$ cat config.mk
export PLATFORM = sky130hd
export DESIGN_NAME = noc_route_direction
export DESIGN_NICKNAME = d
export VERILOG_FILES = /design/src/rtl/nrd_pkg.sv /design/src/rtl/nrd_cfg_regs.sv /design/src/rtl/nrd_div_pipe.sv /design/src/rtl/nrd_route_sel.sv /design/src/rtl/noc_route_direction.sv
export SDC_FILE = /design/constraint.sdc
export NUM_CORES = 1
export LEC_CHECK = 0
export ABC_CLOCK_PERIOD_IN_PS = 13700
export BUFFER_PORTS_ARGS = -buffer_cell sky130_fd_sc_hd__buf_4
export CAP_MARGIN = 0
export CELL_PAD_IN_SITES_DETAIL_PLACEMENT = 0
export CELL_PAD_IN_SITES_GLOBAL_PLACEMENT = 1
export CORE_ASPECT_RATIO = 1.2
export CORE_MARGIN = 3
export CORE_UTILIZATION = 40
export DETAILED_ROUTE_END_ITERATION = 12
export HOLD_SLACK_MARGIN = 0.02
export PLACE_DENSITY = 0.68
export SYNTH_ARGS = -nofsm -noshare
export SYNTH_HDL_FRONTEND = slang
export SYNTH_SLANG_ARGS = --single-unit
$ cat constraint.sdc
create_clock -name clk -period 13.7 [get_ports clk]
set_input_delay 0.685 -clock clk [delete_from_list [all_inputs] [get_ports clk]]
set_output_delay 0.685 -clock clk [all_outputs]
set_load 0.03 [all_outputs]
$ cat src/rtl/nrd_pkg.sv
`timescale 1ns / 1ps

package nrd_pkg;

	// field and register widths
	localparam int FIELD_W    = 8;
	localparam int PORT_W     = 3;
	localparam int TOPO_W     = 2;
	localparam int COLS_W     = 8;
	localparam int ROWS_W     = 9;
	localparam int CFG_IDX_W  = 2;
	localparam int CFG_DATA_W = 9;

	// divider datapath
	localparam int DIV_W   = 9;
	localparam int CMP_W   = 10;
	localparam int N_LANE  = 4;
	localparam int STEPS   = 2;

	localparam int ID_BITS_DEF = 8;

	// divider lanes
	localparam int LANE_DST_GRID = 0;
	localparam int LANE_ME_GRID  = 1;
	localparam int LANE_DST_RING = 2;
	localparam int LANE_ME_RING  = 3;

	// register indexes
	localparam logic [CFG_IDX_W-1:0] REG_TOPOLOGY = 2'd0;
	localparam logic [CFG_IDX_W-1:0] REG_NODE_ID  = 2'd1;
	localparam logic [CFG_IDX_W-1:0] REG_COLS     = 2'd2;
	localparam logic [CFG_IDX_W-1:0] REG_ROWS     = 2'd3;

	// topology codes
	localparam logic [TOPO_W-1:0] TOPO_MESH  = 2'd0;
	localparam logic [TOPO_W-1:0] TOPO_TORUS = 2'd1;
	localparam logic [TOPO_W-1:0] TOPO_RING  = 2'd2;

	// output port codes
	localparam logic [PORT_W-1:0] PORT_LOCAL = 3'd0;
	localparam logic [PORT_W-1:0] PORT_NORTH = 3'd1;
	localparam logic [PORT_W-1:0] PORT_EAST  = 3'd2;
	localparam logic [PORT_W-1:0] PORT_SOUTH = 3'd3;
	localparam logic [PORT_W-1:0] PORT_WEST  = 3'd4;

	// reset values
	localparam logic [TOPO_W-1:0] TOPO_RST = TOPO_MESH;
	localparam logic [COLS_W-1:0] COLS_RST = 8'd4;
	localparam logic [ROWS_W-1:0] ROWS_RST = 9'd4;

	typedef struct packed {
		logic [TOPO_W-1:0] topology;
		logic [COLS_W-1:0] cols_div;   // column count, zero taken as one
		logic [ROWS_W-1:0] rows;       // raw row count
		logic [DIV_W-1:0]  ring_n;     // ring size, zero taken as one
	} nrd_cfg_t;

	function automatic int id_width(input int id_bits);
		return (id_bits < FIELD_W) ? id_bits : FIELD_W;
	endfunction

	function automatic int div_stages(input int id_bits);
		return (id_width(id_bits) + STEPS - 1) / STEPS;
	endfunction

endpackage

$ cat src/rtl/nrd_cfg_regs.sv
`timescale 1ns / 1ps

module nrd_cfg_regs #(
	parameter int IW = 8
) (
	input  logic                            clk,
	input  logic                            arst_n,
	input  logic                            cfg_valid,
	output logic                            cfg_ready,
	input  logic [nrd_pkg::CFG_IDX_W-1:0]   cfg_index,
	input  logic [nrd_pkg::CFG_DATA_W-1:0]  cfg_data,
	output logic [IW-1:0]                   node_id,
	output nrd_pkg::nrd_cfg_t               cfg
);

	logic [nrd_pkg::TOPO_W-1:0] topology_q;
	logic [IW-1:0]              node_q;
	logic [nrd_pkg::COLS_W-1:0] cols_q;
	logic [nrd_pkg::ROWS_W-1:0] rows_q;

	assign cfg_ready = 1'b1;

	always_ff @(posedge clk or negedge arst_n) begin
		if (!arst_n) begin
			topology_q <= nrd_pkg::TOPO_RST;
			node_q     <= '0;
			cols_q     <= nrd_pkg::COLS_RST;
			rows_q     <= nrd_pkg::ROWS_RST;
		end else if (cfg_valid && cfg_ready) begin
			unique case (cfg_index)
				nrd_pkg::REG_TOPOLOGY: topology_q <= cfg_data[nrd_pkg::TOPO_W-1:0];
				nrd_pkg::REG_NODE_ID:  node_q     <= cfg_data[IW-1:0];
				nrd_pkg::REG_COLS:     cols_q     <= cfg_data[nrd_pkg::COLS_W-1:0];
				nrd_pkg::REG_ROWS:     rows_q     <= cfg_data[nrd_pkg::ROWS_W-1:0];
			endcase
		end
	end

	assign node_id      = node_q;
	assign cfg.topology = topology_q;
	assign cfg.cols_div = (cols_q == '0) ? nrd_pkg::COLS_W'(1) : cols_q;
	assign cfg.rows     = rows_q;
	assign cfg.ring_n   = (rows_q == '0) ? nrd_pkg::DIV_W'(1) : nrd_pkg::DIV_W'(rows_q);

endmodule

$ cat src/rtl/nrd_div_pipe.sv
`timescale 1ns / 1ps

// Restoring divider, four lanes in parallel, STEPS quotient bits per stage.
// Lanes: destination and own id by column count, destination and own id by
// ring size.
module nrd_div_pipe #(
	parameter int IW   = 8,
	parameter int NSTG = 4
) (
	input  logic                                 clk,
	input  logic                                 arst_n,
	input  logic                                 in_vld,
	input  logic [IW-1:0]                        dest,
	input  logic [IW-1:0]                        node,
	input  nrd_pkg::nrd_cfg_t                    cfg,
	output logic                                 out_vld,
	output logic [nrd_pkg::N_LANE-1:0][IW-1:0]   quo,
	output logic [nrd_pkg::N_LANE-1:0][IW-1:0]   rem
);

	localparam int DW = NSTG * nrd_pkg::STEPS;

	// index 0 is the incoming item, index k the register after stage k
	logic [NSTG:0]                                     div_vld_s;
	logic [NSTG:0][nrd_pkg::N_LANE-1:0][IW-1:0]        div_rem_s;
	logic [NSTG:0][nrd_pkg::N_LANE-1:0][DW-1:0]        div_dq_s;
	logic [NSTG-1:0][nrd_pkg::N_LANE-1:0][IW-1:0]      nxt_rem;
	logic [NSTG-1:0][nrd_pkg::N_LANE-1:0][DW-1:0]      nxt_dq;
	logic [nrd_pkg::N_LANE-1:0][nrd_pkg::DIV_W-1:0]    divisor;

	assign divisor[nrd_pkg::LANE_DST_GRID] = nrd_pkg::DIV_W'(cfg.cols_div);
	assign divisor[nrd_pkg::LANE_ME_GRID]  = nrd_pkg::DIV_W'(cfg.cols_div);
	assign divisor[nrd_pkg::LANE_DST_RING] = cfg.ring_n;
	assign divisor[nrd_pkg::LANE_ME_RING]  = cfg.ring_n;

	assign div_vld_s[0] = in_vld;
	assign div_rem_s[0] = '0;
	assign div_dq_s[0][nrd_pkg::LANE_DST_GRID] = DW'(dest);
	assign div_dq_s[0][nrd_pkg::LANE_ME_GRID]  = DW'(node);
	assign div_dq_s[0][nrd_pkg::LANE_DST_RING] = DW'(dest);
	assign div_dq_s[0][nrd_pkg::LANE_ME_RING]  = DW'(node);

	for (genvar k = 0; k < NSTG; k++) begin : g_stage
		always_comb begin : step
			logic [IW-1:0]            r;
			logic [DW-1:0]            q;
			logic [nrd_pkg::CMP_W-1:0] t;
			logic [nrd_pkg::CMP_W-1:0] d;
			for (int l = 0; l < nrd_pkg::N_LANE; l++) begin
				r = div_rem_s[k][l];
				q = div_dq_s[k][l];
				d = nrd_pkg::CMP_W'(divisor[l]);
				for (int s = 0; s < nrd_pkg::STEPS; s++) begin
					// shift in the next dividend bit, subtract if it fits
					t = {{(nrd_pkg::CMP_W - IW - 1){1'b0}}, r, q[DW-1]};
					if (t >= d) begin
						r = IW'(t - d);
						q = {q[DW-2:0], 1'b1};
					end else begin
						r = t[IW-1:0];
						q = {q[DW-2:0], 1'b0};
					end
				end
				nxt_rem[k][l] = r;
				nxt_dq[k][l]  = q;
			end
		end

		always_ff @(posedge clk or negedge arst_n) begin
			if (!arst_n) begin
				div_vld_s[k+1] <= 1'b0;
			end else begin
				div_vld_s[k+1] <= div_vld_s[k];
			end
		end

		always_ff @(posedge clk) begin
			div_rem_s[k+1] <= nxt_rem[k];
			div_dq_s[k+1]  <= nxt_dq[k];
		end
	end

	assign out_vld = div_vld_s[NSTG];

	for (genvar l = 0; l < nrd_pkg::N_LANE; l++) begin : g_out
		assign quo[l] = div_dq_s[NSTG][l][IW-1:0];
		assign rem[l] = div_rem_s[NSTG][l];
	end

endmodule

$ cat src/rtl/nrd_route_sel.sv
`timescale 1ns / 1ps

// Two stages: coordinate differences and ring distance, then the port choice.
module nrd_route_sel #(
	parameter int IW = 8
) (
	input  logic                                clk,
	input  logic                                arst_n,
	input  logic                                in_vld,
	input  logic [nrd_pkg::N_LANE-1:0][IW-1:0]  quo,
	input  logic [nrd_pkg::N_LANE-1:0][IW-1:0]  rem,
	input  nrd_pkg::nrd_cfg_t                   cfg,
	output logic                                done,
	output logic [nrd_pkg::PORT_W-1:0]          out_port
);

	logic [IW-1:0]             dcol, col, drow, row, dr, mr;
	logic [nrd_pkg::DIV_W-1:0] ring_hops;
	logic                      same;

	logic                      vld_s1;
	logic                      col_gt_s1, col_lt_s1, row_gt_s1, row_lt_s1, same_s1;
	logic [IW-1:0]             col_abs_s1, row_abs_s1;
	logic [nrd_pkg::DIV_W-1:0] ring_hops_s1;

	logic                      col_short, row_short, near_cw, near_ccw, wrap;
	logic [nrd_pkg::DIV_W-1:0] quarter;
	logic [nrd_pkg::PORT_W-1:0] port_nxt;

	logic                      vld_s2;
	logic [nrd_pkg::PORT_W-1:0] port_s2;

	assign dcol = rem[nrd_pkg::LANE_DST_GRID];
	assign col  = rem[nrd_pkg::LANE_ME_GRID];
	assign drow = quo[nrd_pkg::LANE_DST_GRID];
	assign row  = quo[nrd_pkg::LANE_ME_GRID];
	assign dr   = rem[nrd_pkg::LANE_DST_RING];
	assign mr   = rem[nrd_pkg::LANE_ME_RING];

	// both remainders are below the ring size, so one wrap fixes the sign
	assign ring_hops = (dr >= mr) ? nrd_pkg::DIV_W'(dr - mr)
	                              : nrd_pkg::DIV_W'(nrd_pkg::DIV_W'(dr) + cfg.ring_n
	                                                - nrd_pkg::DIV_W'(mr));
	assign same = (quo[nrd_pkg::LANE_DST_RING] == quo[nrd_pkg::LANE_ME_RING]) && (dr == mr);

	always_ff @(posedge clk or negedge arst_n) begin
		if (!arst_n) begin
			vld_s1 <= 1'b0;
			vld_s2 <= 1'b0;
		end else begin
			vld_s1 <= in_vld;
			vld_s2 <= vld_s1;
		end
	end

	always_ff @(posedge clk) begin
		col_gt_s1    <= dcol > col;
		col_lt_s1    <= dcol < col;
		col_abs_s1   <= (dcol > col) ? (dcol - col) : (col - dcol);
		row_gt_s1    <= drow > row;
		row_lt_s1    <= drow < row;
		row_abs_s1   <= (drow > row) ? (drow - row) : (row - drow);
		same_s1      <= same;
		ring_hops_s1 <= ring_hops;
	end

	// the shorter way around a ring: twice the distance is below the ring length
	assign col_short = nrd_pkg::CMP_W'({col_abs_s1, 1'b0}) < nrd_pkg::CMP_W'(cfg.cols_div);
	assign row_short = nrd_pkg::CMP_W'({row_abs_s1, 1'b0}) < nrd_pkg::CMP_W'(cfg.rows);
	assign quarter   = cfg.ring_n >> 2;
	assign near_cw   = ring_hops_s1 <= quarter;
	assign near_ccw  = (cfg.ring_n - ring_hops_s1) <= quarter;
	assign wrap      = cfg.topology == nrd_pkg::TOPO_TORUS;

	always_comb begin
		port_nxt = nrd_pkg::PORT_LOCAL;
		case (cfg.topology)
			nrd_pkg::TOPO_RING: begin
				if (same_s1)
					port_nxt = nrd_pkg::PORT_LOCAL;
				else if (near_cw)
					port_nxt = nrd_pkg::PORT_SOUTH;
				else if (near_ccw)
					port_nxt = nrd_pkg::PORT_NORTH;
				else
					port_nxt = nrd_pkg::PORT_EAST;
			end
			default: begin
				if (col_gt_s1)
					port_nxt = (!wrap || col_short) ? nrd_pkg::PORT_EAST : nrd_pkg::PORT_WEST;
				else if (col_lt_s1)
					port_nxt = (!wrap || col_short) ? nrd_pkg::PORT_WEST : nrd_pkg::PORT_EAST;
				else if (row_gt_s1)
					port_nxt = (!wrap || row_short) ? nrd_pkg::PORT_SOUTH : nrd_pkg::PORT_NORTH;
				else if (row_lt_s1)
					port_nxt = (!wrap || row_short) ? nrd_pkg::PORT_NORTH : nrd_pkg::PORT_SOUTH;
				else
					port_nxt = nrd_pkg::PORT_LOCAL;
			end
		endcase
	end

	always_ff @(posedge clk) begin
		port_s2 <= port_nxt;
	end

	assign done     = vld_s2;
	assign out_port = port_s2;

endmodule

$ cat src/rtl/noc_route_direction.sv
`timescale 1ns / 1ps

// Channel   Handshake               Payload
// request   start, busy             dest_node
// result    done (strobe)           out_port
// config    cfg_valid, cfg_ready    cfg_index, cfg_data
//
// One destination per cycle; busy stays low. Each destination passes the
// restoring divider, two quotient bits per stage, and then the two routing
// stages.
// arst_n clears the valid bits and loads the register reset values.
// The receiver cannot stall: every done cycle carries one result transfer.
module noc_route_direction #(
	parameter int ID_BITS = nrd_pkg::ID_BITS_DEF
) (
	input  logic                            clk,
	input  logic                            arst_n,
	input  logic                            start,
	output logic                            busy,
	input  logic [nrd_pkg::FIELD_W-1:0]     dest_node,
	output logic                            done,
	output logic [nrd_pkg::PORT_W-1:0]      out_port,
	input  logic                            cfg_valid,
	output logic                            cfg_ready,
	input  logic [nrd_pkg::CFG_IDX_W-1:0]   cfg_index,
	input  logic [nrd_pkg::CFG_DATA_W-1:0]  cfg_data
);

	localparam int IW   = nrd_pkg::id_width(ID_BITS);
	localparam int NSTG = nrd_pkg::div_stages(ID_BITS);

	nrd_pkg::nrd_cfg_t                     cfg;
	logic [IW-1:0]                         node_id;
	logic                                  div_vld;
	logic [nrd_pkg::N_LANE-1:0][IW-1:0]    div_quo;
	logic [nrd_pkg::N_LANE-1:0][IW-1:0]    div_rem;

	assign busy = 1'b0;

	nrd_cfg_regs #(.IW(IW)) u_cfg (
		.clk       (clk),
		.arst_n    (arst_n),
		.cfg_valid (cfg_valid),
		.cfg_ready (cfg_ready),
		.cfg_index (cfg_index),
		.cfg_data  (cfg_data),
		.node_id   (node_id),
		.cfg       (cfg)
	);

	nrd_div_pipe #(.IW(IW), .NSTG(NSTG)) u_div (
		.clk     (clk),
		.arst_n  (arst_n),
		.in_vld  (start && !busy),
		.dest    (dest_node[IW-1:0]),
		.node    (node_id),
		.cfg     (cfg),
		.out_vld (div_vld),
		.quo     (div_quo),
		.rem     (div_rem)
	);

	nrd_route_sel #(.IW(IW)) u_sel (
		.clk      (clk),
		.arst_n   (arst_n),
		.in_vld   (div_vld),
		.quo      (div_quo),
		.rem      (div_rem),
		.cfg      (cfg),
		.done     (done),
		.out_port (out_port)
	);

endmodule

==> out/summary.txt, run 1 <==
Run status = finished clean
Worst Path Max Fanout = 18
Die W = 223 µm
Area of the die = 59500 µm²
CTS tree = built
Largest net degree at the start of global routing = 34
Clock root buffer = clkbuf_16
Leak pwr = 11.5 nW
Vias in the first global route = 18.2k
Core Region = 55400 µm²
Distinct cells, synth = 75
P&R area growth vs syn = 10.1%
Synth warn = 0
Largest family of logic cells by synthesized area = adder cells
Synthesized area per cell = 8.95 µm²
Sequential share of the synthesized area = 27.1%
# resized after CTS = 0
Number of H-tree levels = 2
Nets = 2962
Adder-cell area share of the yosys netlist = 21.9%
DR WL/cell = 18.3 µm
Final critical-path required period = 6.54 ns
Via count = 17.9k
1st-iter DRT viols = 1112
Post-Synthesis Cells = 2528
Die H = 267 µm
XOR/XNOR Fraction of Synth Area = 6.93%
Arrival time worst endpoint = 6.98 ns
DRC viols = 0
Top FF cell, synth = dfxtp_1
Placer Congestion = 0.856
Critical Path RT = 14.14 ns
EDFF count, synth = 0
Crit start category = flip-flop
Synth area leader = dfxtp_1
Mux cell area share after synthesis = 9.62%
ANT cells = 0
Dpl hpwl = 46.8 mm
Post-CTS Setup Bufs = 0
Clock net sink count = 298
Critical path type = flip-flop to flip-flop
Initial core utilization = 40.9%
Final wirelength = 60.8 mm
Num CTS Buffers = 38
Max layer used = met4
Max-cap violations = 0
Synthesized flop and latch total = 298
Worst relative slew slack = 28.1%
Post-route setup TNS = 0 ns
Final Setup Violations = 0
Max IR drop VDD = 0.189 mV
Synth top area cells = dfxtp_1 (23%), ha_1 (18%), mux2_2 (6.6%), xnor2_1 (4.6%), a21oi_1 (3.9%)
Max clock buf depth = 3
Reg clk slew, reported paths = 0.06 ns
Wire length on met3 = 2.20 mm
Synth top cells by count = ha_1 (329), dfxtp_1 (265), inv_1 (231)
F_max = 153 MHz
Compound-Gate Fraction of Synth Area = 15.2%
Synthesized area = 22600 µm²
Crit. End Element = flip-flop
Setup Skew = 0.0199 ns
Reg2reg setup slack = 7.16 ns
Met2 WL post-DR = 30.2 mm
Initial antenna violation count = 0
HP Class = input port to async pin
Grt ovf = 0
Vias per std cell = 5.39
Async S/R FF share, synth = 11.1%
Port Buf Inserts = 26
Slew @ Worst Pin = 1.07 ns
Synth top area share = 23.4%
Tot GR Track Use = 20.4%
Most common cell in the netlist = ha_1
First-pass GRT wire length = 97.1 mm
Initial DRT Pass Iterations = 5
Syn Nets = 2922
CTS Hold Bufs = 0
Skew-Pair Late Insertion Delay = 0.56 ns
Ports = 29
Final hold violations = 0
RSZ-0062 raised after global routing = no
Cell Pwr Density = 296 nW/µm²
Final Cycle Share = 47.7%
Met1 wire length = 26.0 mm
Fill count = 5385
Simple-Gate Fraction of Synth Area = 14.5%
FP Rows = 94
Fraction of layout cells with a size suffix above 1 = 11.5%
Post-route core utilization = 45.0%
Slew Limit Fails = 0
Antenna-violating nets left = 0
==> report_power, final <==
group	leakage, nW	total, mW	switching [mW]	internal, mW
logic	8.32	4.99	2.69	2.29
registers	2.59	1.40	0.211	1.19
clock network	0.608	0.987	0.404	0.583
==> worst paths after layout <==
path,from,endpoint,cells after the start
setup / recovery,u_cfg.rows_q[8],u_div.rem[17],18
hold / removal,arst_n,u_cfg.topology_q[1],1
setup reg to reg,u_cfg.rows_q[8],u_div.rem[17],18
hold reg to reg,u_div.div_dq_s[69],u_div.div_dq_s[103],0
max in group asynchronous,arst_n,u_cfg.rows_q[2],1
min in group clk,dest_node[3],u_div.div_dq_s[37],1
==> logic make-up (layout without fill, tap and decap cells) <==
kind of cell / Yosys count / after routing
adder cells (fa/ha/maj): 371 / 371
multiplexers: 195 / 195
AO/OA/AOI/OAI: 546 / 546
other: 2 / 2
AND/OR/NAND/NOR: 656 / 656
XOR/XNOR: 179 / 179
flip-flops: 298 / 298
buffers and inverters: 281 / 351
==> state kept, by name, indices dropped and copies added, names as in the netlist, 2 cells and up <==
name,flops
u_div.div_dq_s,72
u_sel.ring_hops_s1,9
u_cfg.topology_q,2
u_sel.row_abs_s1,8
u_div.rem,32
u_div.div_rem_s,96
u_sel.col_abs_s1,8
u_cfg.node_id,8
u_div.div_vld_s,3
u_sel.out_port,3
u_cfg.rows_q,9
u_div.quo,32
u_cfg.cols_q,8
==> placed cells by master (no fill, tap or decap), types with 40 or more instances in the layout <==
master,netlist,final
a21o_1,43,43
a21oi_1,178,178
buf_4,2,45
dfxtp_1,265,265
fa_1,42,42
ha_1,329,329
inv_1,231,230
mux2_2,132,132
nand2_1,112,112
nand3_1,59,59
nand4_1,53,53
nor2_1,195,195
nor2b_1,53,53
nor3_1,56,56
o21ai_0,93,93
o21ai_1,40,40
xnor2_1,118,118
xor2_1,61,61
==> layer usage <==
| layer | track usage [%] | up-vias |
|---|---|---|
| met5 | 0 | - |
| met4 | 7.44 | 0 |
| met3 | 3.24 | 113 |
| met2 | 37.2 | 296 |
| met1 | 24.2 | 8440 |
| li1 | - | 9032 |
==> per-stage QoR <==
stage	instance area, µm²	setup slack (ns)	hold slack [ns]	power, mW	instances
final	24900	7.16	0.0720	7.38	3318
after global routing	24900	6.70	0.0830	8.12	3318
after CTS	24900	7.07	0.0576	7.43	3318
after detailed placement	23700	7.08	0.312	6.37	3248
after global placement	23700	7.22	0.310	6.31	3248
after floorplan	22600	8.20	0.310	5.31	2528
==> worst max-delay path, stage by stage, from the launching register on <==
cell and delay [ns]:
dfrtp_1 0.43, inv_1 0.49, nand4_1 0.16, nor2_1 0.52
or2_2 0.66, ha_1 0.29, nor2b_1 0.05, o21ai_1 0.14
a21oi_1 0.12, o41ai_1 0.40, o2111ai_1 0.53, mux2_1 0.51
ha_1 0.36, o21a_1 0.16, o21ai_1 0.08, a21oi_1 0.19
o41ai_1 0.11, a21oi_1 0.80, mux2_2 0.42
==> cell type report <==
cell class / count / area [µm²] / area share [%]
flip-flops and latches: 298 / 6130 / 24.6
well taps: 720 / 901 / 3.61
repair buffers: 45 / 338 / 1.36
clock inverters: 19 / 189 / 0.758
clock buffers: 51 / 1050 / 4.22
multi-input cells: 1949 / 15400 / 61.9
inverters: 236 / 886 / 3.55
Note: power is estimated with default switching activity, not from simulation.
==> run 2: changes to the inputs <==
--- a/config.mk
+++ b/config.mk
@@ -5,7 +5,7 @@
 export SDC_FILE = /design/constraint.sdc
 export NUM_CORES = 1
 export LEC_CHECK = 0
-export ABC_CLOCK_PERIOD_IN_PS = 13700
+export ABC_CLOCK_PERIOD_IN_PS = 6520
 export BUFFER_PORTS_ARGS = -buffer_cell sky130_fd_sc_hd__buf_4
 export CAP_MARGIN = 0
 export CELL_PAD_IN_SITES_DETAIL_PLACEMENT = 0
==> constraint.sdc (replaced) <==
create_clock -name clk -period 6.52 [get_ports clk]
set_input_delay 0.326 -clock clk [delete_from_list [all_inputs] [get_ports clk]]
set_output_delay 0.326 -clock clk [all_outputs]
set_load 0.03 [all_outputs]
==> run 2 against run 1 <==
  * Clock-buffer cell count is 3 lower
  * Core utilization is 0.086 points higher
  * Final area is 0.19% higher
  * Sequential power is 110% higher
  * Largest power group unchanged
  * Die area stayed put
  * Wire length is 2.6% higher
  * Highest routed layer is now met5
  * Clock power is 99% higher
==> out/summary.txt, run 2 (synthesis gave the netlist of run 1 again) <==
Die W = 223 µm
CTS tree = built
Clock power share = 12.7%
Tot GR Track Use = 20.8%
Final wirelength = 62.4 mm
Max reg flops = 96
Final Setup Violations = 0
Reg clk slew, reported paths = 0.06 ns
Skew-Pair Late Insertion Delay = 0.55 ns
F_max = 178 MHz
Via count = 17.9k
Crit. End Element = flip-flop
Crit start category = flip-flop
Post-route setup TNS = 0 ns
P&R area growth vs syn = 10.4%
FF-to-FF path depth = 21
DRC viols = 0
Sequential power share = 19.0%
Die H = 267 µm
FP Rows = 94
Initial antenna violation count = 2
Comb pwr share = 68.3%
Worst Path Max Fanout = 13
Clock root buffer = clkbuf_16
Area of the die = 59500 µm²
Ports = 29
CTS Hold Bufs = 8
Port Buf Inserts = 26
Post-CTS Setup Bufs = 0
Most frequent CP cell = o21ai_1
Nets = 2976
Antenna-violating nets left = 0
HP Class = input port to flip-flop
Hold path depth = 2
P_int = 8.50 mW
Slowest stage delay, CP = 0.52 ns
Biggest register = u_div.div_rem_s
Max clock buf depth = 3
Largest regs = u_div.div_rem_s: 96 flops, u_div.div_dq_s: 72 flops
Slew Limit Fails = 0
Slowest CP cell = dfrtp_1
Commonest non-fill, non-tap cell in the layout = ha_1
RSZ-0062 raised after global routing = no
Net Sw Frac = 45.1%
Initial DRT Pass Iterations = 5
DR WL/cell = 18.7 µm
Cell Pwr Density = 620 nW/µm²
Max IR drop VDD = 0.394 mV
# resized after CTS = 0
Critical Path RT = 6.96 ns
Placer Congestion = 0.879
1st-iter DRT viols = 926
Setup Skew = 0.0262 ns
Run status = finished clean
Final hold violations = 0
Slew @ Worst Pin = 1.01 ns
Grt ovf = 0
Leak pwr = 11.5 nW
Final critical-path required period = 5.61 ns
Critical path type = flip-flop to flip-flop
P_sw = 6.99 mW
Final Cycle Share = 86.0%
Fraction of layout cells with a size suffix above 1 = 11.5%
Final hold slack = 0.0726 ns
Core Region = 55400 µm²
Clock net sink count = 298
Dpl hpwl = 48.9 mm
Num CTS Buffers = 36
Vias per std cell = 5.38
Max-cap violations = 0
First-pass GRT wire length = 98.1 mm
Worst relative slew slack = 32.0%
Initial core utilization = 40.9%
Number of H-tree levels = 2
Largest net degree at the start of global routing = 34
Most frequent cells in the layout = ha_1 (329), dfxtp_1 (265), inv_1 (230), nor2_1 (195), a21oi_1 (178)
Vias in the first global route = 18.3k
Arrival time worst endpoint = 6.05 ns
Worst path cell trace = nor4_1 -> a21o_1 -> buf_4 -> ha_1 -> nor2b_1 -> o21ai_1 -> a21boi_1 -> o31ai_1 -> a21o_1 -> nor2_1 -> nor3_1 -> ha_1 -> nor2b_1 -> o21ai_1 -> a21boi_1 -> o21ai_1 -> a21oi_1 -> o21a_1 -> a211oi_2 -> inv_2 -> mux2_1
-- run 2: changes by cell type in the layout (fill, tap and decap cells not counted), sizes merged --
cell         before  now
diode             0    1
clkbuf           51   48
buf              45   53
clkinv           15    8
inv             236  241
dlygate4sd3       0    8
bufinv            2    1
-- run 2: power groups by stage --
| stage | Sequential [mW] | Clock (mW) | Combinational (mW) |
|---|---|---|---|
| finish | 2.94 | 1.96 | 10.6 |
| detailed placement | 2.99 | 0 | 10.5 |
| global route | 3.00 | 2.09 | 11.9 |
| CTS | 2.95 | 2.03 | 10.6 |
| floorplan | 2.79 | 0 | 8.36 |
| global placement | 2.98 | 0 | 10.4 |
-- run 2: through the flow --
stage	total power [mW]	cell area, µm²	cells	utilization (%)	setup WS, ns
final	15.5	25000	3329	45.1	0.910
after floorplan	11.2	22600	2528	-	1.02
after detailed placement	13.5	23800	3256	42.9	0.902
after global placement	13.4	23800	3256	42.9	1.00
after CTS	15.6	25000	3328	45.1	0.857
after global routing	17.0	25000	3328	45.1	0.341
-- run 2: final cells by class --
cell class / instances / area, µm²
Inverter: 236 / 886
Clock inverter: 16 / 146
Tap cell: 720 / 901
Sequential cell: 298 / 6130
Multi-Input combinational cell: 1949 / 15400
Timing Repair Buffer: 61 / 478
Fill cell: 5406 / 30400
Antenna cell: 1 / 2.50
Clock buffer: 48 / 998
-- run 2: final timing paths --
check	startpoint	to	slack [ns]
max	u_cfg.cols_q[1]	u_div.div_rem_s[109]	0.91
min	cfg_data[8]	u_cfg.rows_q[8]	0.07
max reg2reg	u_cfg.cols_q[1]	u_div.div_rem_s[109]	0.91
min reg2reg	u_div.div_dq_s[41]	u_div.div_dq_s[75]	0.31
max in group asynchronous	arst_n	u_cfg.cols_q[2]	5.83
min in group asynchronous	arst_n	u_div.out_vld	0.29
-- run 2: critical path: cells and delay by family, from the launching register on --
| family | cells | cell delay (ns) |
|---|---|---|
| adders and majority gates | 2 | 0.55 |
| AOI/OAI and AO/OA | 11 | 2.47 |
| buffers and inverters | 2 | 0.46 |
| muxes | 1 | 0.34 |
| and+or+nand+nor | 5 | 1.16 |
| DFF | 1 | 0.52 |
-- run 2: metal layers --
layer	global-route usage, %	vias to the layer above	part of all wire, %
li1	-	9052	-
met1	23.5	8436	41
met2	38.4	298	50
met3	3.44	129	3.4
met4	9.20	2	4.8
met5	0	-	0.021
==> run 3: changes to the inputs <==
--- a/config.mk
+++ b/config.mk
@@ -14,6 +14,7 @@
 export CORE_MARGIN = 3
 export CORE_UTILIZATION = 40
 export DETAILED_ROUTE_END_ITERATION = 12
+export GPL_TIMING_DRIVEN = 1
 export HOLD_SLACK_MARGIN = 0.02
 export PLACE_DENSITY = 0.68
 export SYNTH_ARGS = -nofsm -noshare
==> constraint.sdc (replaced) <==
create_clock -name clk -period 6.52 [get_ports clk]
set_input_delay 0.652 -clock clk [delete_from_list [all_inputs] [get_ports clk]]
set_output_delay 0.652 -clock clk [all_outputs]
set_load 0.03 [all_outputs]
==> run 3 against run 2 <==
  * Flip-flop and latch count stayed put
  * Non-clock buffer count is 8 lower
  * Clock power hardly changed
==> out/summary.txt, run 3 (synthesis gave the netlist of run 1 again) <==
PnR worst setup slack = 0.869 ns
Vias per std cell = 5.37
Core Region = 55400 µm²
Run status = finished clean
# resized after CTS = 0
Die H = 267 µm
Commonest non-fill, non-tap cell in the layout = ha_1
Post-place setup slack = 0.902 ns
Design Area, Final = 24900 µm²
Final hold violations = 0
Worst relative slew slack = 32.7%
P_sw = 7.00 mW
Fraction of layout cells with a size suffix above 1 = 11.5%
Max reg flops = 96
Slowest stage delay, CP = 0.53 ns
Skew-Pair Late Insertion Delay = 0.55 ns
Setup Skew = 0.0260 ns
Fill count = 5412
HP Class = input port to async pin
Net Sw Frac = 45.2%
Placer Congestion = 0.879
RSZ-0062 raised after global routing = no
Antenna-violating nets left = 0
First-pass GRT wire length = 98.0 mm
P_int = 8.49 mW
DR WL/cell = 18.8 µm
1st-iter DRT viols = 908
P&R area growth vs syn = 10.0%
Crit. End Element = flip-flop
Clock net sink count = 298
Final Cycle Share = 86.7%
Biggest register = u_div.div_rem_s
CTS Hold Bufs = 0
Initial DRT Pass Iterations = 5
Most frequent cells in the layout = ha_1 (329), dfxtp_1 (265), inv_1 (230), nor2_1 (195), a21oi_1 (178)
Num CTS Buffers = 36
Final Setup Violations = 0
FP Rows = 94
Max IR drop VDD = 0.393 mV
Post-CTS Setup Bufs = 0
Crit start category = flip-flop
Worst Path Max Fanout = 13
Slowest CP cell = dfrtp_1
Most frequent CP cell = o21ai_1
Max-cap violations = 0
Clock root buffer = clkbuf_16
Clock power share = 12.7%
Grt ovf = 0
CTS tree = built
Largest net degree at the start of global routing = 34
Worst path cell trace = nor4_1 -> a21o_1 -> buf_4 -> ha_1 -> nor2b_1 -> o21ai_1 -> a21boi_1 -> o31ai_1 -> a21o_1 -> nor2_1 -> nor3_1 -> ha_1 -> nor2b_1 -> o21ai_1 -> a21boi_1 -> o21ai_1 -> a21oi_1 -> o21a_1 -> a211oi_2 -> inv_2 -> mux2_1
Post-route setup TNS = 0 ns
DRC viols = 0
Number of H-tree levels = 2
Placed cell area = 23800 µm²
Arrival time worst endpoint = 6.09 ns
Final critical-path required period = 5.65 ns
Cell Pwr Density = 622 nW/µm²
Initial core utilization = 40.9%
Area of the die = 59500 µm²
Leak pwr = 11.5 nW
Die W = 223 µm
Comb pwr share = 68.3%
Tot GR Track Use = 20.8%
Via count = 17.8k
Initial antenna violation count = 2
Dpl hpwl = 48.9 mm
Vias in the first global route = 18.3k
Critical path type = flip-flop to flip-flop
Final wirelength = 62.4 mm
Sequential power share = 19.0%
Ports = 29
Port Buf Inserts = 26
Largest regs = u_div.div_rem_s: 96 flops, u_div.div_dq_s: 72 flops
Post-route core utilization = 44.9%
Max clock buf depth = 3
Slew Limit Fails = 0
Critical Path RT = 6.96 ns
F_max = 177 MHz
Reg clk slew, reported paths = 0.06 ns
Nets = 2968
Slew @ Worst Pin = 1.00 ns
==> run 3: cell count changes in the layout (fill, tap and decap cells not counted), sizes merged <==
cell and delta:
dlygate4sd3 -8
==> run 3: path summary, 6_finish.rpt <==
check / start / slack, ns / depth (start not counted) / end
min: arst_n / 0.07 / 1 / u_div.out_vld
max in group asynchronous: arst_n / 6.06 / 1 / u_cfg.cols_q[2]
max: u_cfg.cols_q[1] / 0.87 / 21 / u_div.div_rem_s[109]
max reg2reg: u_cfg.cols_q[1] / 0.87 / 21 / u_div.div_rem_s[109]
min reg2reg: u_div.div_dq_s[41] / 0.31 / 0 / u_div.div_dq_s[75]
min in group clk: start / 0.20 / 1 / u_div.div_vld_s[1]
==> run 3: worst max-delay path: cells and delay by family (launching register included) <==
kind | cells | cell delay (ns)
compound gates | 11 | 2.47
simple gates | 5 | 1.19
fa+ha+maj | 2 | 0.55
flops | 1 | 0.53
buf+inv | 2 | 0.46
mux | 1 | 0.34
==> run 3: cell type report <==
| cell class | instances | area [µm²] | area share, % |
|---|---|---|---|
| well taps | 720 | 901 | 3.62 |
| multi-input cells | 1949 | 15400 | 62.0 |
| inverters | 236 | 886 | 3.56 |
| clock buffers | 48 | 998 | 4.01 |
| flip-flops and latches | 298 | 6130 | 24.6 |
| repair buffers | 53 | 398 | 1.60 |
| clock inverters | 16 | 146 | 0.588 |
| diodes | 1 | 2.50 | 0.0101 |
==> run 3: routing by layer <==
metal / GRT usage (%) / vias up / part of all wire [%]
met1: 23.5 / 8391 / 41
met5: 0 / - / 0.021
met4: 9.20 / 2 / 4.8
li1: - / 9037 / -
met2: 38.4 / 289 / 50
met3: 3.45 / 125 / 3.6
==> run 3: power by group through the flow <==
| stage | sequential, mW | clock [mW] | combinational [mW] |
|---|---|---|---|
| after floorplan | 2.79 | 0 | 8.36 |
| after global placement | 2.98 | 0 | 10.4 |
| after detailed placement | 2.99 | 0 | 10.5 |
| after CTS | 2.95 | 2.03 | 10.6 |
| after global routing | 3.00 | 2.09 | 11.9 |
| final | 2.94 | 1.96 | 10.6 |
==> run 3: stage by stage <==
stage                     std cells  hold WS, ns  total power, mW
after floorplan                2528        0.310             11.2
after global placement         3256        0.311             13.4
after detailed placement       3256        0.312             13.5
after CTS                      3320       0.0439             15.6
after global routing           3320       0.0780             17.0
final                          3321       0.0662             15.5
